<file path="config.mk">
export PLATFORM = sky130hd
export DESIGN_NAME = sarq_cordic_cell
export DESIGN_NICKNAME = d
export VERILOG_FILES = /design/src/sarq_pkg.sv /design/src/sarq_cordic_cell.sv
export SDC_FILE = /design/constraint.sdc
export NUM_CORES = 1
export LEC_CHECK = 0
export ABC_AREA = 1
export BUFFER_PORTS_ARGS = -buffer_cell sky130_fd_sc_hd__buf_2
export CAP_MARGIN = 10
export CORE_MARGIN = 2
export CORE_UTILIZATION = 60
export DETAILED_ROUTE_END_ITERATION = 10
export PLACE_DENSITY = 0.83
export SLEW_MARGIN = 20
export SYNTH_ARGS = -nofsm -noshare
export SYNTH_HDL_FRONTEND = slang
export SYNTH_SLANG_ARGS = --single-unit
</file>
<file path="constraint.sdc">
create_clock -name aclk -period 6.95 [get_ports aclk]
set_input_delay 1.39 -clock aclk [delete_from_list [all_inputs] [get_ports aclk]]
set_output_delay 1.39 -clock aclk [all_outputs]
set_load 0.1 [all_outputs]
</file>
<file path="src/sarq_pkg.sv">
// Shared constants, types and the arctangent table of the shortest-arc quaternion block.
// Depends on nothing; every module of the block imports it.
`default_nettype none

package sarq_pkg;

    localparam int DEF_COMPONENT_BITS = 16;
    localparam int DEF_CORDIC_STAGES  = 16;

    localparam int WORK_BITS = 16;
    localparam int QMAX      = 16384;

    // CORDIC datapath width: Q30 angles and Q28 magnitudes with gain headroom.
    localparam int CW = 33;
    typedef logic signed [CW-1:0] cword_t;

    localparam cword_t ONE_Q28     = 33'sd268435456;
    localparam cword_t KINV_Q28    = 33'sd163008218;
    localparam cword_t HALF_PI_Q30 = 33'sd1686629713;
    localparam cword_t W_ROUND     = 33'sd8192;

    // Square root lanes: 64-bit radicand, one result bit per cell.
    localparam int SQ_W      = 64;
    localparam int SQ_STAGES = SQ_W / 2;

    // Axis scaling divider: one quotient bit per cell.
    localparam int DIV_W   = 64;
    localparam int DIV_Q_W = 17;

    typedef enum logic [1:0] {
        STAT_NORMAL = 2'd0,
        STAT_EQUAL  = 2'd1,
        STAT_DEGEN  = 2'd2
    } status_t;

    // atan(2^-i) in Q30 radians, rounded down.
    function automatic cword_t arc_q30(input int i);
        cword_t r;
        case (i)
            0:  r = 33'sd843314856;
            1:  r = 33'sd497837829;
            2:  r = 33'sd263043836;
            3:  r = 33'sd133525158;
            4:  r = 33'sd67021686;
            5:  r = 33'sd33543515;
            6:  r = 33'sd16775850;
            7:  r = 33'sd8388437;
            8:  r = 33'sd4194282;
            9:  r = 33'sd2097149;
            10: r = 33'sd1048575;
            11: r = 33'sd524287;
            12: r = 33'sd262143;
            13: r = 33'sd131071;
            default: begin
                if (i <= 30) r = (cword_t'(1) <<< (30 - i)) - cword_t'(1);
                else r = '0;
            end
        endcase
        return r;
    endfunction

endpackage

`default_nettype wire

</file>
<file path="src/sarq_cordic_cell.sv">
// One CORDIC micro-rotation cell, in vectoring or rotation mode, with its own arctangent.
// Depends on sarq_pkg.
`default_nettype none

module sarq_cordic_cell #(
    parameter int STAGE     = 0,
    parameter bit VECTORING = 1'b0,
    parameter int SIDE_W    = 1
) (
    input  logic                    aclk,
    input  logic                    aresetn,
    input  logic                    adv,
    input  logic                    in_valid,
    input  sarq_pkg::cword_t        in_x,
    input  sarq_pkg::cword_t        in_y,
    input  sarq_pkg::cword_t        in_z,
    input  logic [SIDE_W-1:0]       in_side,
    output logic                    out_valid,
    output sarq_pkg::cword_t        out_x,
    output sarq_pkg::cword_t        out_y,
    output sarq_pkg::cword_t        out_z,
    output logic [SIDE_W-1:0]       out_side
);
    import sarq_pkg::*;

    localparam cword_t ARC = arc_q30(STAGE);

    logic              valid_reg;
    cword_t            x_reg, y_reg, z_reg;
    cword_t            x_next, y_next, z_next;
    cword_t            sx, sy;
    logic              up;
    logic [SIDE_W-1:0] side_reg;

    always_comb begin
        sx = in_y >>> STAGE;
        sy = in_x >>> STAGE;
        // Vectoring drives y toward zero; rotation drives the residual angle toward zero.
        up = VECTORING ? in_y[CW-1] : !in_z[CW-1];
        if (up) begin
            x_next = in_x - sx;
            y_next = in_y + sy;
            z_next = in_z - ARC;
        end else begin
            x_next = in_x + sx;
            y_next = in_y - sy;
            z_next = in_z + ARC;
        end
    end

    always_ff @(posedge aclk) begin
        if (!aresetn) begin
            valid_reg <= 1'b0;
        end else if (adv) begin
            valid_reg <= in_valid;
        end
    end

    always_ff @(posedge aclk) begin
        if (adv) begin
            x_reg    <= x_next;
            y_reg    <= y_next;
            z_reg    <= z_next;
            side_reg <= in_side;
        end
    end

    assign out_valid = valid_reg;
    assign out_x     = x_reg;
    assign out_y     = y_reg;
    assign out_z     = z_reg;
    assign out_side  = side_reg;

endmodule

`default_nettype wire

</file>
==> summary.txt <==
Routing
  • DRT antenna net count: 0
  • Drt drc: 0
  • Drt first pass iters: 7
  • Vias/cell: 5.530
  • Total detailed-routing wirelength: 39.49 mm
  • Via count: 13,421
  • Wire length per cell: 16.27 um
  • DRT iter0 DRCs: 1,268

Finish
  • Final nets: 2,392
  • Proportion of layout cells with a drive suffix above 1: 0.1187
  • Register Area: 2993 um2
  • Layout area overhead: 11.40%
  • Fillers: 1,871
  • Design Area, Final: 13,800 um2
  • Most frequent cells in the layout: 655 x nand2_1, 344 x inv_1, 203 x buf_2
  • Utilization after layout: 0.6818
  • Multi-input logic area: 7805 um2
  • Most common cell after layout, fill and taps aside: nand2_1
  • # diodes: 0

Place
  • GPL Wtd Cong: 1.023
  • Port buffer count: 204
  • Post-DP HPWL: 32.61 mm
  • Dpl ws: 2746 ps
  • Placement Cell Area: 13,490 um2

Synthesis
  • Post-synth top area share: 0.2400
  • Sequential fraction of the synthesis area: 0.2417
  • Synth cell types: 39
  • Synth area leader: edfxtp_1
  • Syn_nets: 2,217
  • Number of synthesized register bits: 100
  • FFs w/ async S/R, synth: 0
  • Mapped Cells: 1,977
  • Post-synth EDFFs: 99
  • Cell Area, Synth: 12,380 um2
  • Avg Cell Area, Syn: 6.264 um2
  • Synthesis Warnings: 0
  • Post-synth top flop: edfxtp_1
  • Largest cells by area after synthesis: edfxtp_1 24%, nand2_1 20%, ha_1 13%

Run
  • Maxcap violations: 0

Critical path
  • Endpoint type of the worst setup path: flip-flop
  • Crit path launch type: input pin
  • Worst Reg2Reg Path Length in Cells: 2
  • Flop2flop setup slack: 6280 ps
  • Reg2reg start: out_valid
  • CP Class: input pin to flip-flop
  • Req. time, crit path: 7090 ps
  • Max Fanout on Critical Path: 42
  • Worst R2R End: out_valid
  • Arr. time, crit path: 4040 ps

STA
  • Final period util: 0.5611
  • Final Critical Period: 3900 ps
  • Sum Neg Setup Slack: 0 ps
  • Worst setup margin: 3050 ps
  • Clk_skew: 0 ps
  • Slew Limit Fails: 0
  • RSZ-0062 raised after global routing: no
  • Worst rel slew slack: 0.4044
  • Final setup vio count: 0
  • Max Clk Rate: 256.4 MHz
  • Final Hold Vio Count: 0
  • Actual slew at the worst max-slew pin: 893.5 ps

Floorplanning
  • Die width: 147.7 um
  • Io pins: 205
  • Initial Utilization: 0.6120
  • Core Region: 20,230 um2
  • Row cnt: 52
  • DIE HEIGHT: 147.7 um
  • Die area: 21,810 um2

Hold path
  • WHS Path Cells: 2
  • Hold Crit Class: flip-flop to flip-flop
  • Worst Min Path Start: out_valid
  • Hold Path Sink: out_valid

Pwr
  • VDD IR-drop max: 157.5 uV
  • Clock power share: 0.181
  • Comb power frac: 0.544
  • Psw: 1569 uW
  • Int Power: 1367 uW
  • Pwr/cell area: 212.8 nW/um2
  • Sequential Power Share: 0.274
  • Sw frac: 0.5345
  • Leak: 0.007631 uW

GRT
  • First-pass GRT wire length: 62.04 mm
  • All-Layer GR Usage: 0.3597
  • Number of global-route vias before repair: 12,233
  • Grt total ovfl: 0
  • Antenna violations before repair: 0
  • Largest net degree at the start of global routing: 76

Clock tree
  • Root Driver: clkbuf_16
  • Post-CTS resize count: 0
  • Post-CTS Setup Bufs: 0
  • TritonCTS buffer count: 9
  • H-tree depth: 3
  • Clock sink count: 100
  • Clock transition at path regs: 90 ps
  • Hold buffers post-CTS: 0
  • CTS max path bufs: 2
  • Worst skew pair latency: 370 ps
  • Clock tree from TritonCTS: yes

Run status
  • Status: complete, no violations
## sequential cells by signal, indices dropped and copies added, names as in the netlist
name / cells
out_side: 1
out_valid: 1
out_x: 32
out_z: 33
out_y: 33
## critical path, cell delays in order
cell	delay [ps]
buf_2	110
inv_2	560
buf_4	570
ha_1	380
a21oi_1	230
o21ai_0	150
a21oi_1	140
a21boi_0	250
nand2_1	80
nand2_1	60
nand2_1	40
## power groups by stage
| stage | sequential [uW] | combinational, uW | clock [uW] |
|---|---|---|---|
| after global placement | 818 | 1550 | 0 |
| after global routing | 814 | 1700 | 561 |
| after floorplan | 1440 | 615 | 0 |
| after detailed placement | 820 | 1570 | 0 |
| final | 806 | 1600 | 533 |
| after CTS | 806 | 1580 | 544 |
## cells in the mapped netlist, drive strengths merged, types with 2 or more instances
cell type  count
nand2        664
or2            3
nand3        164
inv          349
o211ai         5
edfxtp        99
xor2          43
fa             4
a21o           5
a21boi         5
nand4         18
ha           132
buf           35
o31ai          2
nor3          15
clkbuf         8
xnor2          2
o21ai         81
a31oi          2
o22ai          8
and2           7
nor2         198
o21a           3
a21oi        104
o21bai        18
## kinds of logic (layout without fill, tap and decap cells)
kind of cell               count (synthesis)  after routing  share of synthesized area
buffers and inverters                    392            572                     0.1281
and+or+nand+nor                         1070           1070                     0.3531
DFF                                      100            100                     0.2417
muxes                                      1              1                  0.0008083
adders and majority gates                136            136                     0.1398
AOI/OAI and AO/OA                        233            233                     0.1047
xor gates and xnor gates                  45             45                    0.03182
## worst max-delay path by stage
stage	cells past startpoint	slack, ps	endpoint	from
3_5_place_dp	11	2750	out_z[27]	in_z[32]
2_1_floorplan	10	3380	out_z[24]	in_z[32]
6_report	11	3050	out_z[27]	in_z[32]
5_1_grt	11	2900	out_z[27]	in_z[32]
3_3_place_gp	11	2800	out_z[27]	in_z[32]
4_1_cts	11	3140	out_z[27]	in_z[32]
## cell type report
cell class	instances	area share
clock buffers	9	0.01633
well taps	270	0.02449
flip-flops and latches	100	0.2169
repair buffers	207	0.07582
clock inverters	7	0.005714
multi-input cells	1485	0.5658
inverters	349	0.09496
## per-layer routing
layer,share of wire,vias up,track usage
met2,0.45,711,0.5895
met4,0.041,0,0.1538
met3,0.092,101,0.04414
met5,0,-,0
met1,0.42,6023,0.4810
li1,-,6586,-
## per-stage QoR
step                      total power [uW]  std cells  hold WS (ps)
final                                 2936       2427         559.1
after detailed placement              2389       2411         547.8
after global placement                2372       2411         518.3
after global routing                  3079       2427         571.7
after CTS                             2925       2427         564.7
after floorplan                       2055       1977         986.3
(Power assumes the default switching activity.)
