**src/sarq_pkg.sv**
```systemverilog
// Shared constants, types and the arctangent table of the shortest-arc quaternion block.
// Depends on nothing; every module of the block imports it.
`default_nettype none

package sarq_pkg;

    localparam int DEF_COMPONENT_BITS = 16;
    localparam int DEF_CORDIC_STAGES  = 16;

    localparam int WORK_BITS = 16;
    localparam int QMAX      = 16384;

    // CORDIC datapath width: Q30 angles and Q28 magnitudes with gain headroom.
    localparam int CW = 33;
    typedef logic signed [CW-1:0] cword_t;

    localparam cword_t ONE_Q28     = 33'sd268435456;
    localparam cword_t KINV_Q28    = 33'sd163008218;
    localparam cword_t HALF_PI_Q30 = 33'sd1686629713;
    localparam cword_t W_ROUND     = 33'sd8192;

    // Square root lanes: 64-bit radicand, one result bit per cell.
    localparam int SQ_W      = 64;
    localparam int SQ_STAGES = SQ_W / 2;

    // Axis scaling divider: one quotient bit per cell.
    localparam int DIV_W   = 64;
    localparam int DIV_Q_W = 17;

    typedef enum logic [1:0] {
        STAT_NORMAL = 2'd0,
        STAT_EQUAL  = 2'd1,
        STAT_DEGEN  = 2'd2
    } status_t;

    // atan(2^-i) in Q30 radians, rounded down.
    function automatic cword_t arc_q30(input int i);
        cword_t r;
        case (i)
            0:  r = 33'sd843314856;
            1:  r = 33'sd497837829;
            2:  r = 33'sd263043836;
            3:  r = 33'sd133525158;
            4:  r = 33'sd67021686;
            5:  r = 33'sd33543515;
            6:  r = 33'sd16775850;
            7:  r = 33'sd8388437;
            8:  r = 33'sd4194282;
            9:  r = 33'sd2097149;
            10: r = 33'sd1048575;
            11: r = 33'sd524287;
            12: r = 33'sd262143;
            13: r = 33'sd131071;
            default: begin
                if (i <= 30) r = (cword_t'(1) <<< (30 - i)) - cword_t'(1);
                else r = '0;
            end
        endcase
        return r;
    endfunction

endpackage

`default_nettype wire

```
**src/sarq_sqrt_cell.sv**
```systemverilog
// One cell of the pipelined integer square root: settles one result bit per lane.
// Depends on sarq_pkg.
`default_nettype none

module sarq_sqrt_cell #(
    parameter int STAGE  = 0,
    parameter int LANES  = 2,
    parameter int SIDE_W = 1
) (
    input  logic                                  aclk,
    input  logic                                  aresetn,
    input  logic                                  adv,
    input  logic                                  in_valid,
    input  logic [LANES-1:0][sarq_pkg::SQ_W-1:0]  in_v,
    input  logic [LANES-1:0][sarq_pkg::SQ_W-1:0]  in_r,
    input  logic [SIDE_W-1:0]                     in_side,
    output logic                                  out_valid,
    output logic [LANES-1:0][sarq_pkg::SQ_W-1:0]  out_v,
    output logic [LANES-1:0][sarq_pkg::SQ_W-1:0]  out_r,
    output logic [SIDE_W-1:0]                     out_side
);
    import sarq_pkg::*;

    localparam int BITPOS = SQ_W - 2 - 2 * STAGE;
    localparam logic [SQ_W-1:0] BIT = {{(SQ_W-1){1'b0}}, 1'b1} << BITPOS;

    logic                        valid_reg;
    logic [LANES-1:0][SQ_W-1:0]  v_reg, v_next;
    logic [LANES-1:0][SQ_W-1:0]  r_reg, r_next;
    logic [SIDE_W-1:0]           side_reg;
    logic [LANES-1:0][SQ_W:0]    trial;

    always_comb begin
        for (int l = 0; l < LANES; l++) begin
            trial[l] = {1'b0, in_r[l]} + {1'b0, BIT};
            if ({1'b0, in_v[l]} >= trial[l]) begin
                v_next[l] = in_v[l] - trial[l][SQ_W-1:0];
                r_next[l] = (in_r[l] >> 1) + BIT;
            end else begin
                v_next[l] = in_v[l];
                r_next[l] = in_r[l] >> 1;
            end
        end
    end

    always_ff @(posedge aclk) begin
        if (!aresetn) begin
            valid_reg <= 1'b0;
        end else if (adv) begin
            valid_reg <= in_valid;
        end
    end

    always_ff @(posedge aclk) begin
        if (adv) begin
            v_reg    <= v_next;
            r_reg    <= r_next;
            side_reg <= in_side;
        end
    end

    assign out_valid = valid_reg;
    assign out_v     = v_reg;
    assign out_r     = r_reg;
    assign out_side  = side_reg;

endmodule

`default_nettype wire

```
**config.mk**
```make
export PLATFORM = sky130hd
export DESIGN_NAME = sarq_sqrt_cell
export DESIGN_NICKNAME = d
export VERILOG_FILES = /design/src/sarq_pkg.sv /design/src/sarq_sqrt_cell.sv
export SDC_FILE = /design/constraint.sdc
export NUM_CORES = 1
export LEC_CHECK = 0
export ABC_AREA = 1
export BUFFER_PORTS_ARGS = -buffer_cell sky130_fd_sc_hd__buf_4
export CAP_MARGIN = 20
export CORE_AREA = 2 2 200 202
export DETAILED_ROUTE_END_ITERATION = 8
export DIE_AREA = 0 0 202 204
export GPL_ROUTABILITY_DRIVEN = 0
export PLACE_DENSITY = 0.83
export SETUP_SLACK_MARGIN = 0.4
export SLEW_MARGIN = 15
export SYNTH_ARGS = -nofsm -noshare
export SYNTH_HDL_FRONTEND = slang
export SYNTH_SLANG_ARGS = --single-unit
export TNS_END_PERCENT = 20
```
**constraint.sdc**
```tcl
create_clock -name aclk -period 5.7 [get_ports aclk]
set_clock_uncertainty 0.15 [all_clocks]
set_input_delay 0.57 -clock aclk [delete_from_list [all_inputs] [get_ports aclk]]
set_output_delay 0.57 -clock aclk [all_outputs]
set_load 0.005 [all_outputs]
```
==> impl_metrics.py <==
metrics = {
    "placed_design": {
        "place.port_buffers": 518,
        "post-place-ws_ns": 1.74,
        "detailed_placer_s_ending_hpwl_um": 61300,
    },
    "cells_and_area": {
        "filler_cell_count": 3435,
        "commonest_cells_after_routing_fill_and_taps_aside": "1548 x sky130_fd_sc_hd__nand2_1, 794 x sky130_fd_sc_hd__inv_1, 520 x sky130_fd_sc_hd__buf_4",
        "synthToLayoutAreaGrowth_pct": 24.3,
        "total_area_of_multi_input_combinational_cells_sq_um": 10900,
        "most_common_library_cell_in_the_layout_ignoring_fill_and_taps": "sky130_fd_sc_hd__nand2_1",
        "drive_above_1_share_pct": 15.6,
        "register_area_sq_um": 7740,
        "design.final.nets": 4333,
    },
    "worst_setup_path": {
        "timing.critical_path.from": "in_v[58]",
        "critPathLaunchType": "input port",
        "timing_worst_setup_path_type": "input port to flip-flop",
        "worstPathArrival_ns": 3.55,
        "cp_data_required_time_ns": 5.85,
        "top_fanout_value_on_the_critical_path": 68,
        "cp-end-kind": "flip-flop",
        "timing.rr.start": "out_valid",
    },
    "detailed_routing": {
        "first_iter_violations": 2549,
        "detail_route.first_pass.iterations": 6,
        "routed-via-count": 23000,
        "drc": 0,
        "postRouteAntennaNets": 0,
        "post_drt_wl_per_cell_um": 16.5,
        "wl_um": 74200,
        "vias_per_cell": 5.11,
    },
    "sta": {
        "final_period_minus_worst_setup_slack_ns": 3.40,
        "accumulated_negative_setup_slack_ns": 0,
        "hold_viol": 0,
        "final.setup.worst_slack_ns": 2.30,
        "slew_headroom_pct": 40.9,
        "rsz0062_at_grt": "no",
        "maxSlewViolCount": 0,
        "setup_violations": 0,
        "timing_worst_slew_pin_value_ns": 0.887,
        "fmaxAchievable_mhz": 294,
        "timing.final.crit_share_pct": 59.6,
        "final.hold.worst_slack_ns": 0.0370,
    },
    "floorplan": {
        "std_cell_rows": 73,
        "design.die.area_sq_um": 41200,
        "die-height_um": 204,
        "die_width_um": 202,
        "floorplan.io_pins": 519,
        "core-area_sq_um": 39200,
        "initial_core_util_pct": 55.8,
    },
    "grt": {
        "grt_pass1_vias": 20400,
        "grt_pass1_wl_um": 111000,
        "grt_start_max_net_pins": 120,
        "global_route.overflow_total": 0,
        "grt_antenna_before_repair": 4,
        "track_usage_pct": 34.5,
    },
    "power_and_ir_drop": {
        "swShare_pct": 33.7,
        "power-per-cell-area_nw_per_um2": 236,
        "internal-power_mw": 4.25,
        "worst_ir_drop_vdd_mv": 0.267,
        "combinationalPowerShare_pct": 33.5,
        "power.net_switching_mw": 2.15,
        "pwr-share-clk_pct": 28.5,
        "lkg_pwr_nw": 16.0,
        "power.share.sequential_pct": 38.0,
    },
    "cts": {
        "cts_buffer_depth": 3,
        "clock_tree_from_tritoncts": "yes",
        "clk_transition_reported_paths_ns": 0.06,
        "postCtsResizedCells": 0,
        "cts_hold_repair.buffers": 0,
        "insertion_delay_of_the_later_clocked_pin_in_the_worst_skew_pair_ns": 0.56,
        "tritoncts_num_sinks": 258,
        "cts_made_buffers": 29,
        "post-cts-setup-buffer-count": 0,
        "ctsHtreeMaxLevel": 1,
        "cts.root.buffer_cell": "sky130_fd_sc_hd__clkbuf_16",
    },
    "synth": {
        "syn_inst": 3414,
        "synth-seq-area-share_pct": 35.4,
        "syn_nets": 3807,
        "yosys_register_bits": 258,
        "yosys_warnings": 0,
        "synth-async-reset-ratio_pct": 0,
        "synth.cell_area_sq_um": 21900,
        "synth.lib_cells_used.distinct": 36,
        "synth_edf_count": 257,
        "syn_avg_cell_area_sq_um": 6.41,
        "synth-main-ff-cell": "sky130_fd_sc_hd__edfxtp_1",
    },
    "run_status": {
        "outcome": "complete, no violations",
    },
    "worst_hold_path": {
        "hp-start": "in_r[115]",
        "class_of_the_tightest_hold_or_removal_check": "input port to flip-flop",
    },
    "job": {
        "max_cap_viol_count": 0,
    },
}
## worst paths after layout
| check | end | slack, ns | cells after the start |
|---|---|---|---|
| worst max-delay path | out_v[17] | 2.30 | 13 |
| worst max register to register | out_valid | 4.85 | 2 |
| worst min register to register | out_valid | 0.43 | 2 |
| worst min-delay path | out_r[114] | 0.04 | 1 |
## cells in the mapped netlist, types with 13 or more instances
cell type | instances | area [sq um]
sky130_fd_sc_hd__nor2_1 | 215 | 807
sky130_fd_sc_hd__nand3b_1 | 29 | 218
sky130_fd_sc_hd__xor2_1 | 60 | 526
sky130_fd_sc_hd__a21oi_1 | 84 | 420
sky130_fd_sc_hd__nor2_2 | 13 | 81.3
sky130_fd_sc_hd__nand4_1 | 21 | 131
sky130_fd_sc_hd__inv_1 | 794 | 2980
sky130_fd_sc_hd__ha_1 | 130 | 1630
sky130_fd_sc_hd__buf_2 | 15 | 75.1
sky130_fd_sc_hd__nor3_1 | 17 | 85.1
sky130_fd_sc_hd__nand2_1 | 1548 | 5810
sky130_fd_sc_hd__nand2_2 | 27 | 169
sky130_fd_sc_hd__edfxtp_1 | 257 | 7720
sky130_fd_sc_hd__nand3_1 | 129 | 646
## cells by family after synthesis
group,after synthesis,synth area share (%)
DFF,258,35.4
buffers and inverters,829,14.7
xor gates and xnor gates,62,2.48
adders and majority gates,132,7.62
and+or+nand+nor,2029,37.3
AOI/OAI and AO/OA,104,2.45
## worst max-delay path: stages
cell and delay, ns:
sky130_fd_sc_hd__buf_4 0.12, sky130_fd_sc_hd__ha_1 0.41, sky130_fd_sc_hd__nand2_1 0.17, sky130_fd_sc_hd__inv_1 0.08
sky130_fd_sc_hd__nand2_1 0.14, sky130_fd_sc_hd__nor3_1 0.34, sky130_fd_sc_hd__nand3_1 0.12, sky130_fd_sc_hd__o21ai_1 0.15
sky130_fd_sc_hd__nor2_1 0.09, sky130_fd_sc_hd__nand2_4 0.60, sky130_fd_sc_hd__inv_4 0.45, sky130_fd_sc_hd__nand2_1 0.17
sky130_fd_sc_hd__nand2_1 0.08
## power groups by stage
stage / Sequential, mW / Combinational [mW] / Clock, mW
after detailed placement: 2.47 / 2.09 / 0
after floorplan: 2.48 / 1.15 / 0
after global routing: 2.45 / 2.35 / 1.92
final: 2.43 / 2.14 / 1.83
after global placement: 2.46 / 2.06 / 0
after CTS: 2.43 / 2.10 / 1.87
## flip-flops by register name, summed over array words and instances (netlist names)
register   flops
out_valid      1
out_side       1
out_r        128
out_v        128
## layout make-up
type                    instances  area share, %
multi-input cells            2327           40.1
flip-flops and latches        258           28.5
repair buffers                522           14.5
inverters                     802           11.1
clock buffers                  34           2.74
well taps                     525           2.42
clock inverters                18          0.622
diodes                          2         0.0184
## metal layers
metal	up-vias	global-route usage (%)	routed length (um)
met5	-	0	10
met4	2	10.1	2100
met3	133	7.97	9570
met2	1388	54.0	32200
met1	10100	47.9	30300
li1	11300	-	-
## metrics by stage
stage          instances  power, mW  utilization (%)  instance area, sq um
2_1_floorplan       3414       3.63                -                 21900
3_3_place_gp        4434       4.52             67.0                 26300
3_5_place_dp        4434       4.55             67.0                 26300
4_1_cts             4486       6.40             69.3                 27200
5_1_grt             4488       6.71             69.4                 27200
6_report            4488       6.40             69.4                 27200
Note: power is estimated with default switching activity, not from simulation.
