$ cat src/sarq_pkg.sv
// Shared constants, types and the arctangent table of the shortest-arc quaternion block.
// Depends on nothing; every module of the block imports it.
`default_nettype none

package sarq_pkg;

    localparam int DEF_COMPONENT_BITS = 16;
    localparam int DEF_CORDIC_STAGES  = 16;

    localparam int WORK_BITS = 16;
    localparam int QMAX      = 16384;

    // CORDIC datapath width: Q30 angles and Q28 magnitudes with gain headroom.
    localparam int CW = 33;
    typedef logic signed [CW-1:0] cword_t;

    localparam cword_t ONE_Q28     = 33'sd268435456;
    localparam cword_t KINV_Q28    = 33'sd163008218;
    localparam cword_t HALF_PI_Q30 = 33'sd1686629713;
    localparam cword_t W_ROUND     = 33'sd8192;

    // Square root lanes: 64-bit radicand, one result bit per cell.
    localparam int SQ_W      = 64;
    localparam int SQ_STAGES = SQ_W / 2;

    // Axis scaling divider: one quotient bit per cell.
    localparam int DIV_W   = 64;
    localparam int DIV_Q_W = 17;

    typedef enum logic [1:0] {
        STAT_NORMAL = 2'd0,
        STAT_EQUAL  = 2'd1,
        STAT_DEGEN  = 2'd2
    } status_t;

    // atan(2^-i) in Q30 radians, rounded down.
    function automatic cword_t arc_q30(input int i);
        cword_t r;
        case (i)
            0:  r = 33'sd843314856;
            1:  r = 33'sd497837829;
            2:  r = 33'sd263043836;
            3:  r = 33'sd133525158;
            4:  r = 33'sd67021686;
            5:  r = 33'sd33543515;
            6:  r = 33'sd16775850;
            7:  r = 33'sd8388437;
            8:  r = 33'sd4194282;
            9:  r = 33'sd2097149;
            10: r = 33'sd1048575;
            11: r = 33'sd524287;
            12: r = 33'sd262143;
            13: r = 33'sd131071;
            default: begin
                if (i <= 30) r = (cword_t'(1) <<< (30 - i)) - cword_t'(1);
                else r = '0;
            end
        endcase
        return r;
    endfunction

endpackage

`default_nettype wire

$ cat src/sarq_div_cell.sv
// One cell of the restoring divider that scales the axis: one quotient bit per lane.
// Depends on sarq_pkg.
`default_nettype none

module sarq_div_cell #(
    parameter int STAGE  = 0,
    parameter int LANES  = 3,
    parameter int SIDE_W = 1
) (
    input  logic                                     aclk,
    input  logic                                     aresetn,
    input  logic                                     adv,
    input  logic                                     in_valid,
    input  logic [LANES-1:0][sarq_pkg::DIV_W-1:0]    in_rem,
    input  logic [LANES-1:0][sarq_pkg::DIV_Q_W-1:0]  in_q,
    input  logic [sarq_pkg::DIV_W-1:0]               in_den,
    input  logic [SIDE_W-1:0]                        in_side,
    output logic                                     out_valid,
    output logic [LANES-1:0][sarq_pkg::DIV_W-1:0]    out_rem,
    output logic [LANES-1:0][sarq_pkg::DIV_Q_W-1:0]  out_q,
    output logic [sarq_pkg::DIV_W-1:0]               out_den,
    output logic [SIDE_W-1:0]                        out_side
);
    import sarq_pkg::*;

    localparam int K = DIV_Q_W - 1 - STAGE;
    localparam logic [DIV_Q_W-1:0] QBIT = {{(DIV_Q_W-1){1'b0}}, 1'b1} << K;

    logic                          valid_reg;
    logic [LANES-1:0][DIV_W-1:0]   rem_reg, rem_next;
    logic [LANES-1:0][DIV_Q_W-1:0] q_reg, q_next;
    logic [DIV_W-1:0]              den_reg;
    logic [DIV_W-1:0]              trial;
    logic [SIDE_W-1:0]             side_reg;

    always_comb begin
        trial = in_den << K;
        for (int l = 0; l < LANES; l++) begin
            if (in_rem[l] >= trial) begin
                rem_next[l] = in_rem[l] - trial;
                q_next[l]   = in_q[l] | QBIT;
            end else begin
                rem_next[l] = in_rem[l];
                q_next[l]   = in_q[l];
            end
        end
    end

    always_ff @(posedge aclk) begin
        if (!aresetn) begin
            valid_reg <= 1'b0;
        end else if (adv) begin
            valid_reg <= in_valid;
        end
    end

    always_ff @(posedge aclk) begin
        if (adv) begin
            rem_reg  <= rem_next;
            q_reg    <= q_next;
            den_reg  <= in_den;
            side_reg <= in_side;
        end
    end

    assign out_valid = valid_reg;
    assign out_rem   = rem_reg;
    assign out_q     = q_reg;
    assign out_den   = den_reg;
    assign out_side  = side_reg;

endmodule

`default_nettype wire

$ cat config.mk
export PLATFORM = sky130hd
export DESIGN_NAME = sarq_div_cell
export DESIGN_NICKNAME = d
export VERILOG_FILES = /design/src/sarq_pkg.sv /design/src/sarq_div_cell.sv
export SDC_FILE = /design/constraint.sdc
export NUM_CORES = 1
export LEC_CHECK = 0
export BUFFER_PORTS_ARGS = -buffer_cell sky130_fd_sc_hd__buf_4
export CORE_AREA = 2 2 243 245
export DETAILED_ROUTE_END_ITERATION = 10
export DIE_AREA = 0 0 245 247
export PLACE_DENSITY = 0.58
export SYNTH_ARGS = -nofsm -noshare
export SYNTH_HDL_FRONTEND = slang
export SYNTH_SLANG_ARGS = --single-unit
$ cat constraint.sdc
create_clock -name aclk -period 5.05 [get_ports aclk]
set_clock_uncertainty 0.2 [all_clocks]
set_input_delay 1.01 -clock aclk [delete_from_list [all_inputs] [get_ports aclk]]
set_output_delay 1.01 -clock aclk [all_outputs]
set_load 0.03 [all_outputs]
==> reports/qor_table.md <==
| Metric | Value | Unit |
| --- | --- | --- |
| Count of fill cells added during filler insertion | 5551 | - |
| Leakage power | 11.61 | nW |
| Number of enable flip-flop cells after synthesis | 308 | - |
| Actual slew at the worst max-slew pin | 0.9841 | ns |
| Overall overflow remaining after global route | 0 | - |
| Biggest area contributors in the synthesized netlist | sky130_fd_sc_hd__edfxtp_1 47%, sky130_fd_sc_hd__ha_1 9.2%, sky130_fd_sc_hd__a21o_1 4.1% | - |
| Share of cells above drive strength 1 | 0.3150 | - |
| Number of antenna violations at the first check in global routing | 9 | - |
| Clock tree root driver cell | sky130_fd_sc_hd__clkbuf_16 | - |
| Area after detailed placement | 25160 | µm² |
| Area fraction of the dominant cell type after synthesis | 0.4715 | - |
| Site row count | 89 | - |
| Worst Path Max Fanout | 4 | - |
| Starting DRT DRC Count | 1096 | - |
| Synth top cells by count | 308 x sky130_fd_sc_hd__edfxtp_1, 165 x sky130_fd_sc_hd__nand2_1, 144 x sky130_fd_sc_hd__ha_1 | - |
| DR top layer | met5 | - |
| DRC violation count after routing | 0 | - |
| Largest net degree at the start of global routing | 112 | - |
| Global-route wire length before repair | 107500 | µm |
| # IOs | 621 | - |
| Instance count of the mapped netlist | 1843 | - |
| Count of H-tree levels built during CTS | 2 | - |
| CP Launch Type | input port | - |
| Total power per unit cell area | 339.7 | nW/µm² |
| Clock latency reported for the late side of the worst-skew pair | 0.55 | ns |
| Number of nets with antenna violations after routing | 0 | - |
| Classification of the worst setup path | input port to register | - |
| Clock-pin transition on the worst setup and hold timing paths | 0.06 | ns |
| Count of nets after finishing | 2909 | - |
| Max-capacitance violation count | 0 | - |
| Vias per cell | 5.241 | - |
| Max Fclk | 231.7 | MHz |
| Global placer's final weighted congestion | 0.9235 | - |
| Final Max Tran Viols | 0 | - |
| Vias in the first global route | 16740 | - |
| Wire length on met2 | 38440 | µm |
| Final Hold Violating Endpoints | 0 | - |
| Final cycle utilization of the critical path | 0.8545 | - |
| Count of synthesis-stage warnings from yosys | 0 | - |
| Area of the die | 60520 | µm² |
| Post-route design area | 26420 | µm² |
| Starting Density | 0.3368 | - |
| Number of buffers added by the clock tree synthesis step | 38 | - |
| Routed length on met3 | 5252 | µm |
| Setup repair after global routing missed its margin | false | - |
| Number of hold buffers added after cts | 0 | - |
| Half-perimeter wire length of the detailed placement result | 61250 | µm |
| Overall die height | 247 | µm |
| Share of flip-flops with an asynchronous set or reset | 0 | - |
| Average instance area after synthesis | 10.64 | µm² |
| Avg WL per Cell | 23.18 | µm |
| Total vias in the final route | 17050 | - |
| Synthesized Nets | 2302 | - |
| Routed metal-1 wirelength | 30540 | µm |
| Period minus WS final | 4.315 | ns |
| Max Buffers Root-to-Sink | 3 | - |
| Most area-hungry cell type in the Yosys netlist | sky130_fd_sc_hd__edfxtp_1 | - |
| Predominant post-synthesis flop cell | sky130_fd_sc_hd__edfxtp_1 | - |
| Count leader, synth | sky130_fd_sc_hd__edfxtp_1 | - |
| Relative area change from synthesis to final layout | 34.66 | % |
| Final-layout setup total negative slack | 0 | ns |
| Number of buffer cells added on primary ports | 620 | - |
| Number of detailed-routing iterations run before antenna repair | 5 | - |
| Detailed-route wire length | 75390 | µm |
| Endpoint kind of the worst setup timing path | register | - |
| Number of synthesized register bits | 309 | - |
| Worst endpoint data arrival time | 4.42 | ns |
| Number of buffers inserted by post-CTS setup repair | 0 | - |
| Total global routing track utilization | 0.2379 | - |
| Post-synthesis instance area | 19620 | µm² |
| Crit path required time | 5.15 | ns |
| CTS resizes | 0 | - |
| Class of the most critical hold timing path | register to register | - |
| Fraction of the yosys area taken by sequential cells | 0.4725 | - |
| Setup Viol. Count Final | 0 | - |
| Number of sinks on the clock net | 309 | - |
| Worst vdd ir | 223.6 | µV |
| Status | finished, final reports clean | - |
| Distinct cell type count after synthesis | 83 | - |
| Core Area | 58240 | µm² |
| Horizontal extent of the die | 245 | µm |
| Clock tree from TritonCTS | done | - |
| Headroom to the max-slew limit | 0.3439 | - |
## area by class of cell
cell class / count / area, µm² / share of cell area
clock inverters: 22 / 247.7 / 0.009378
multi-input cells: 1359 / 9627 / 0.3644
diodes: 1 / 2.502 / 0.00009472
flip-flops and latches: 309 / 9269 / 0.3509
repair buffers: 651 / 4957 / 0.1876
clock buffers: 47 / 1006 / 0.03808
inverters: 91 / 341.6 / 0.01293
well taps: 773 / 967.2 / 0.03661
## routing by layer
| metal | track usage | vias to the layer above |
|---|---|---|
| li1 | - | 8157 |
| met1 | 0.2912 | 8196 |
| met2 | 0.4298 | 596 |
| met3 | 0.05600 | 83 |
| met4 | 0.03838 | 16 |
| met5 | 0 | - |
## final timing paths
| path | from | endpoint | slack [ns] | depth (start not counted) |
|---|---|---|---|---|
| max reg2reg | out_valid$_SDFFE_PN0P_ | out_valid$_SDFFE_PN0P_ | 4.26 | 2 |
| max | in_den[0] | out_rem[178]$_DFFE_PP_ | 0.73 | 13 |
| min | out_valid$_SDFFE_PN0P_ | out_valid$_SDFFE_PN0P_ | 0.33 | 2 |
| min reg2reg | out_valid$_SDFFE_PN0P_ | out_valid$_SDFFE_PN0P_ | 0.33 | 2 |
## layout by cell type, fill, tap and decap left out, types with 19 or more instances in the layout
master,count
sky130_fd_sc_hd__mux2_2,45
sky130_fd_sc_hd__nand2b_1,19
sky130_fd_sc_hd__xnor2_1,74
sky130_fd_sc_hd__nand3_1,27
sky130_fd_sc_hd__ha_1,144
sky130_fd_sc_hd__xor2_1,52
sky130_fd_sc_hd__inv_1,91
sky130_fd_sc_hd__clkbuf_16,39
sky130_fd_sc_hd__nor3_1,22
sky130_fd_sc_hd__and3_1,20
sky130_fd_sc_hd__a21oi_1,143
sky130_fd_sc_hd__o21bai_1,37
sky130_fd_sc_hd__nand2_1,165
sky130_fd_sc_hd__buf_4,645
sky130_fd_sc_hd__edfxtp_1,308
sky130_fd_sc_hd__o21ai_0,129
sky130_fd_sc_hd__a21o_1,106
sky130_fd_sc_hd__nor2_1,74
sky130_fd_sc_hd__nand4_1,45
## flip-flops by register name, summed over array words and instances, names as in the netlist
register	cells
out_den	64
out_q	51
out_rem	192
out_side	1
out_valid	1
## kinds of logic (layout without fill, tap and decap cells)
logic type,count (synthesis),in the layout,share of synthesized area
xor+xnor,126,126,0.05625
flops,309,309,0.4725
other cells,0,1,0
simple gates,441,441,0.1094
compound gates,581,581,0.1930
fa+ha+maj,147,147,0.09490
mux,64,64,0.03642
buf+inv,175,811,0.03757
## worst max-delay path, cell delays in order
cell	delay [ns]
sky130_fd_sc_hd__buf_4	0.15
sky130_fd_sc_hd__ha_1	0.21
sky130_fd_sc_hd__fa_1	0.41
sky130_fd_sc_hd__nand2b_1	0.18
sky130_fd_sc_hd__a21o_1	0.20
sky130_fd_sc_hd__a21oi_1	0.31
sky130_fd_sc_hd__a41oi_2	0.27
sky130_fd_sc_hd__o21bai_1	0.48
sky130_fd_sc_hd__a21oi_1	0.25
sky130_fd_sc_hd__o21ai_0	0.33
sky130_fd_sc_hd__a31oi_1	0.15
sky130_fd_sc_hd__xnor2_1	0.15
sky130_fd_sc_hd__mux2_1	0.29
## where the power goes
part	leakage, nW	total, W	internal (W)	switching (W)
Combinational	7.99	0.00288	0.00112	0.00175
Sequential	3.02	0.00328	0.00318	0.0000998
Clock	0.608	0.00282	0.00167	0.00115
## per-stage QoR
stage	setup slack [ns]	utilization	cells	total power (W)	hold slack, ns
6_report	0.7350	0.4536	3253	0.008975	0.3257
5_1_grt	0.5747	0.4536	3252	0.009365	0.3775
4_1_cts	0.8077	0.4536	3252	0.009062	0.3352
3_5_place_dp	0.2341	0.4320	3183	0.006194	0.3255
3_3_place_gp	0.2675	0.4320	3183	0.006186	0.3066
2_1_floorplan	0.8956	-	1843	0.005043	0.4404
No activity file was read; power rests on OpenSTA's default activity.
